===== config.mk =====
export PLATFORM = sky130hd
export DESIGN_NAME = ghtr_front
export DESIGN_NICKNAME = d
export VERILOG_FILES = /design/src/rtl/core/ghtr_pkg.sv /design/src/rtl/core/ghtr_front.sv
export SDC_FILE = /design/constraint.sdc
export NUM_CORES = 1
export LEC_CHECK = 0
export CAP_MARGIN = 10
export CORE_ASPECT_RATIO = 0.6
export CORE_MARGIN = 5
export CORE_UTILIZATION = 35
export DETAILED_ROUTE_END_ITERATION = 6
export DONT_BUFFER_PORTS = 1
export PLACE_DENSITY_LB_ADDON = 0.15
export SETUP_SLACK_MARGIN = 0.05
export SYNTH_ARGS = -nofsm -noshare
export SYNTH_HDL_FRONTEND = slang
export SYNTH_SLANG_ARGS = --single-unit

===== constraint.sdc =====
create_clock -name clk -period 3.5 [get_ports clk]
set_clock_uncertainty 0.15 [all_clocks]
set_input_delay 0.525 -clock clk [delete_from_list [all_inputs] [get_ports clk]]
set_output_delay 0.525 -clock clk [all_outputs]
set_load 0.005 [all_outputs]

===== src/rtl/core/ghtr_pkg.sv =====
`default_nettype none
package ghtr_pkg;

  localparam int SLOT_COUNT_DEF     = 1024;
  localparam int MATERIAL_COUNT_DEF = 256;

  localparam logic [1:0] CMD_CREATE  = 2'd0;
  localparam logic [1:0] CMD_DESTROY = 2'd1;
  localparam logic [1:0] CMD_UPDATE  = 2'd2;
  localparam logic [1:0] CMD_QUERY   = 2'd3;

  localparam logic [2:0] ST_DONE      = 3'd0;
  localparam logic [2:0] ST_INVALID   = 3'd1;
  localparam logic [2:0] ST_STALE     = 3'd2;
  localparam logic [2:0] ST_NOT_ALIVE = 3'd3;
  localparam logic [2:0] ST_FULL      = 3'd4;

  localparam int IN_BITS  = 88;
  localparam int OUT_BITS = 56;

  typedef struct packed {
    logic [1:0]  command;
    logic [15:0] handle_index;
    logic [31:0] handle_generation;
    logic [31:0] material_id;
    logic        bad;
  } cmd_entry_t;

  typedef struct packed {
    logic [2:0]  status;
    logic        alive;
    logic [7:0]  material_index;
    logic [31:0] material_generation;
    logic [10:0] active_count;
  } result_t;

endpackage
`default_nettype wire


===== src/rtl/core/ghtr_front.sv =====
`default_nettype none
module ghtr_front #(
  parameter int SLOT_COUNT = ghtr_pkg::SLOT_COUNT_DEF
) (
  input  wire logic                       clk,
  input  wire logic                       rst,
  input  wire logic                       s_tvalid,
  output logic                            s_tready,
  input  wire logic [ghtr_pkg::IN_BITS-1:0] s_tdata,
  output logic                            q_valid,
  output ghtr_pkg::cmd_entry_t            q_entry,
  input  wire logic                       q_pop
);
  import ghtr_pkg::*;

  localparam logic [16:0] SLOT_LIM = 17'(SLOT_COUNT);

  cmd_entry_t slots [2];
  logic       wptr;
  logic       rptr;
  logic [1:0] cnt;
  cmd_entry_t cls;
  logic       push;

  // classify: zero generation or index past the table
  always_comb begin
    cls.command           = s_tdata[1:0];
    cls.handle_index      = s_tdata[17:2];
    cls.handle_generation = s_tdata[49:18];
    cls.material_id       = s_tdata[81:50];
    cls.bad = (s_tdata[49:18] == 32'd0) || ({1'b0, s_tdata[17:2]} >= SLOT_LIM);
  end

  assign s_tready = (cnt != 2'd2);
  assign push     = s_tvalid && s_tready;
  assign q_valid  = (cnt != 2'd0);
  assign q_entry  = slots[rptr];

  always_ff @(posedge clk) begin
    if (push) begin
      slots[wptr] <= cls;
    end
    if (rst) begin
      wptr <= 1'b0;
      rptr <= 1'b0;
      cnt  <= 2'd0;
    end else begin
      if (push) begin
        wptr <= ~wptr;
      end
      if (q_pop) begin
        rptr <= ~rptr;
      end
      cnt <= cnt + 2'(push) - 2'(q_pop);
    end
  end
endmodule
`default_nettype wire


# Yosys cells after proc, flatten, opt, wreduce, memory -nomap -nowiden
# Memory sizes are Yosys's and may differ from the RTL's. A register that Yosys moved wholly into a read port is not among the register bits.
# Index checks and enable logic that the tools add are counted.
dict set report word_totals {
  register_bits 4
  ramBits 166
  word_cells 18
  memories 1
}
dict set report classes {
  addsub 2
  order_cmp 1
  n_eq_ne 1
  n_mux 4
  bitwise_logic 2
  reduce_logical 4
}
# memory words width read_ports rd_ports_with_merged_regs wr line_no
set mem_list {}
lappend mem_list {slots 2 83 1 1 1 ghtr_front.sv:18} ;# cmd_entry_t slots [2];
# op count
set op_table {}
lappend op_table {{zero test 32 bit} 1}
lappend op_table {{greater-or-equal comparator 16 x 11 -> 1 bit (second input constant)} 1}
lappend op_table {{2-to-1 mux 1 bit} 4}
lappend op_table {{adder 2 x 1 -> 2 bit} 1}
lappend op_table {{!= test 2 bit (second input constant)} 1}
lappend op_table {{inverter 1 bit} 2}
lappend op_table {{nonzero test 2 bit} 1}
lappend op_table {{subtractor 2 x 1 -> 2 bit} 1}
lappend op_table {{logical AND 1 bit} 1}
lappend op_table {{logical OR 1 bit} 1}

# Depth between registers and ports, before layout
dict set report depth {
  depth_word 4
  depth_mapped 6
  depth_no_buf 6
}

# Worst setup path after synthesis
# No wires, ideal clock.
dict set report synth_timing {
  kind {register to register}
  start {reg cnt[0]}
  end {mem slots[1][0] (netlist bit) (enable)}
  arrival_ps 2539
  path_slack_ps 360
  path_stages_with_launch 3
  period_less_slack_ps 3140
  cell_sequence {dfxtp_1 nand2b_1 and3_1}
}
dict set report synth_between {
  elab_chain_len 4
}
# element line_no
set synth_rtl {}
lappend synth_rtl {{from (decl)} ghtr_front.sv:21} ;# logic [1:0] cnt;
lappend synth_rtl {{from (signal assigned)} ghtr_front.sv:54} ;# cnt <= cnt + 2'(push) - 2'(q_pop);
lappend synth_rtl {{!= test 2 bit} ghtr_front.sv:34} ;# assign s_tready = (cnt != 2'd2);
lappend synth_rtl {{via s_tready} ghtr_front.sv:8} ;# output logic s_tready,
lappend synth_rtl {{logical AND 1 bit} ghtr_front.sv:35} ;# assign push = s_tvalid && s_tready;
lappend synth_rtl {{2-to-1 mux 1 bit} ghtr_front.sv:40} ;# if (push) begin
lappend synth_rtl {{2-to-1 mux 1 bit (implied by the code)} ghtr_front.sv:41} ;# slots[wptr] <= cls;
lappend synth_rtl {{to (decl)} ghtr_front.sv:18}
# The timed path passes the listed nets, and every way through them passes these cells.

==> results.cfg <==
[logic_synthesis]
ys_seq_area_frac = 0.807
synth_fa_ha_area_frac = 0.00199
synth-simple-area-share = 0.0211
synth_area_leaders = edfxtp_1, mux2_2, dfxtp_1, buf_4, nor4_1
syn_inst = 296
synth.mux.area_fraction = 0.150
syn_area_um2 = 6300
synth_xor_area_frac = 0.00278
synth_warnings = 0
synth_top_area_share = 0.792
synth_top_family_by_area = multiplexers
synth_compound_area_frac = 0.00596
ys_seq_elements = 171
synth.distinct_cells = 25
synth_nets = 389
avgSynthCellArea_um2 = 21.3
yosys.area.top_type = edfxtp_1

[final_layout]
final_common_cell = edfxtp_1
most-common-layout-cells = edfxtp_1, mux2_2, clkbuf_16
drive_above_1_share = 0.373
fin_cells = 562
area_growth_pct = 14.1
utilization = 0.402
layout.nets = 403
diodes = 0

[setup_path]
regToRegEndpoint = slots[0][77]$_DFFE_PP_
path_buf_inv = 1
endpoint_kind = output pin
cp_slowest_cell = dfxtp_4
r2r.worst_path.cells = 4
required_ns = 2.82
cpLargestDelayFamily = flip-flops
reg2reg_slack_ns = 1.30
crit_chain = buf_12, mux2_2
worstPathMaxFanout = 45
crit_path_max_incr_delay_ns = 0.75
critPathArrivalTime_ns = 1.90
start_kind = flip-flop
crit_end = q_entry[75]
cp.depth = 2
r2r-start = cnt[0]$_SDFF_PP0_
criticalPathCategory = flip-flop to output pin

[route]
drtIter0Drc = 116
vias_per_cell = 4.80
routed_wl_um = 12100
ant_nets = 0
drc_errors = 0
detail_route.wl_per_cell_um = 21.4
vias = 2697
drt-pass1-iter-count = 4

[sta]
whs_ns = 0.0300
tightest_slew_ns = 0.698
rsz0062_at_grt = false
setup_viol = 0
maxSlewHeadroom = 0.535
slew_viol_final = 0
finalSetupTns_ns = 0
max_freq_mhz = 388
min_period_over_period = 0.737
hold_viol_final = 0
post-route-min-period_ns = 2.58

[clocking]
clk_latency_ns = 0.41
htree_num_levels = 4
path_clk_slew_ns = 0.06
post-cts-setup-buffers = 0
cts_sinks = 171
cts_inserted_buffers = 17
cts_root_buffer = clkbuf_16
cts_tree = yes
clockBufferDepth = 2

[run]
drv_cap = 0

[floorplanning]
die_w_um = 183
core-area_um2 = 17900
fp-row-count = 38
dieArea_um2 = 20900
io_pins = 177
die_y_um = 114
initial_core_util = 0.352

[global_route]
grt_usage = 0.117
grt_max_degree = 47
antenna_found_initial = 0
grt_pass1_vias = 2998
grt-ovfl-total = 0
grt_pass1_wl_um = 17900

[placement]
place.gp.congestion = 0.700
dpl.hpwl_um = 8130
dp.cells = 530
io_buffer_count = 0

[min_path]
min_path_type = input port to flip-flop
whs_path_depth = 1

[power]
peakVddDrop_uv = 274
power_mw = 4.68
leakage_nw = 2.28
p_per_area_nw_per_um2 = 651

[run_status]
outcome = finished, final reports clean
[Yosys cell counts]
master      n
edfxtp_1  166
mux2_2     83
nor4_1      8
buf_4       7
dfxtp_1     5
nor2_1      4
buf_2       2
nand4_1     2
nor2b_1     2
xnor2_1     2
a21bo_1     1
a21bo_2     1
a21oi_1     1
a22oi_1     1
and3_1      1
ha_1        1
inv_1       1
mux2_1      1
nand2_1     1
nand2b_1    1
nand3b_1    1
nor3_1      1
o21ai_0     1
or2_2       1
or4_1       1
[cell families after synthesis]
family	count (synthesis)
flip-flops	171
multiplexers	84
AND/OR/NAND/NOR	23
buffers and inverters	10
AO/OA/AOI/OAI	5
XOR/XNOR	2
adder cells (fa/ha/maj)	1
[report_power, final]
part | internal, mW | total [mW] | switching (mW)
clock network | 1.05 | 1.82 | 0.765
logic | 0.157 | 0.365 | 0.208
registers | 2.44 | 2.50 | 0.0548
[per-stage QoR]
step           worst slack [ns]  area (um2)
2_1_floorplan             0.360        6300
3_3_place_gp               1.30        6610
3_5_place_dp               1.28        6610
4_1_cts                   0.824        7190
5_1_grt                   0.790        7190
6_report                  0.922        7190
[metal layers]
layer | global-route usage | wire length (um)
met2 | 0.173 | 5380
met5 | 0 | 0
met3 | 0.0860 | 1650
met1 | 0.134 | 4920
met4 | 0.0372 | 107
[sequential cells by signal, indices dropped and copies added, names as in the netlist, named ones only]
register  count
rptr          1
slots       166
cnt           2
wptr          1
[timing repair]
action                    in CTS  in global routing
hold buffers                   1                  0
hold endpoints to repair       2                  0
resized for setup              0                  0
[worst min-delay path by stage]
stage / start / to / slack [ns]
floorplan: rptr$_SDFFE_PP0P_ / flip-flop / 0.33
global placement: rptr$_SDFFE_PP0P_ / rptr$_SDFFE_PP0P_ / 0.35
detailed placement: rptr$_SDFFE_PP0P_ / flip-flop / 0.36
CTS: rst / wptr$_SDFFE_PP0P_ / 0.0009
global route: rst / wptr$_SDFFE_PP0P_ / 0.007
finish: rst / wptr$_SDFFE_PP0P_ / 0.03
[final cells by class]
cell class              instances  area, um2
flip-flops and latches        171       5090
fillers                      1620      10700
clock buffers                  18        429
inverters                       1       6.26
clock inverters                13        141
well taps                     240        300
repair buffers                  4       70.1
multi-input cells             115       1150
No activity file was read; power rests on OpenSTA's default activity.
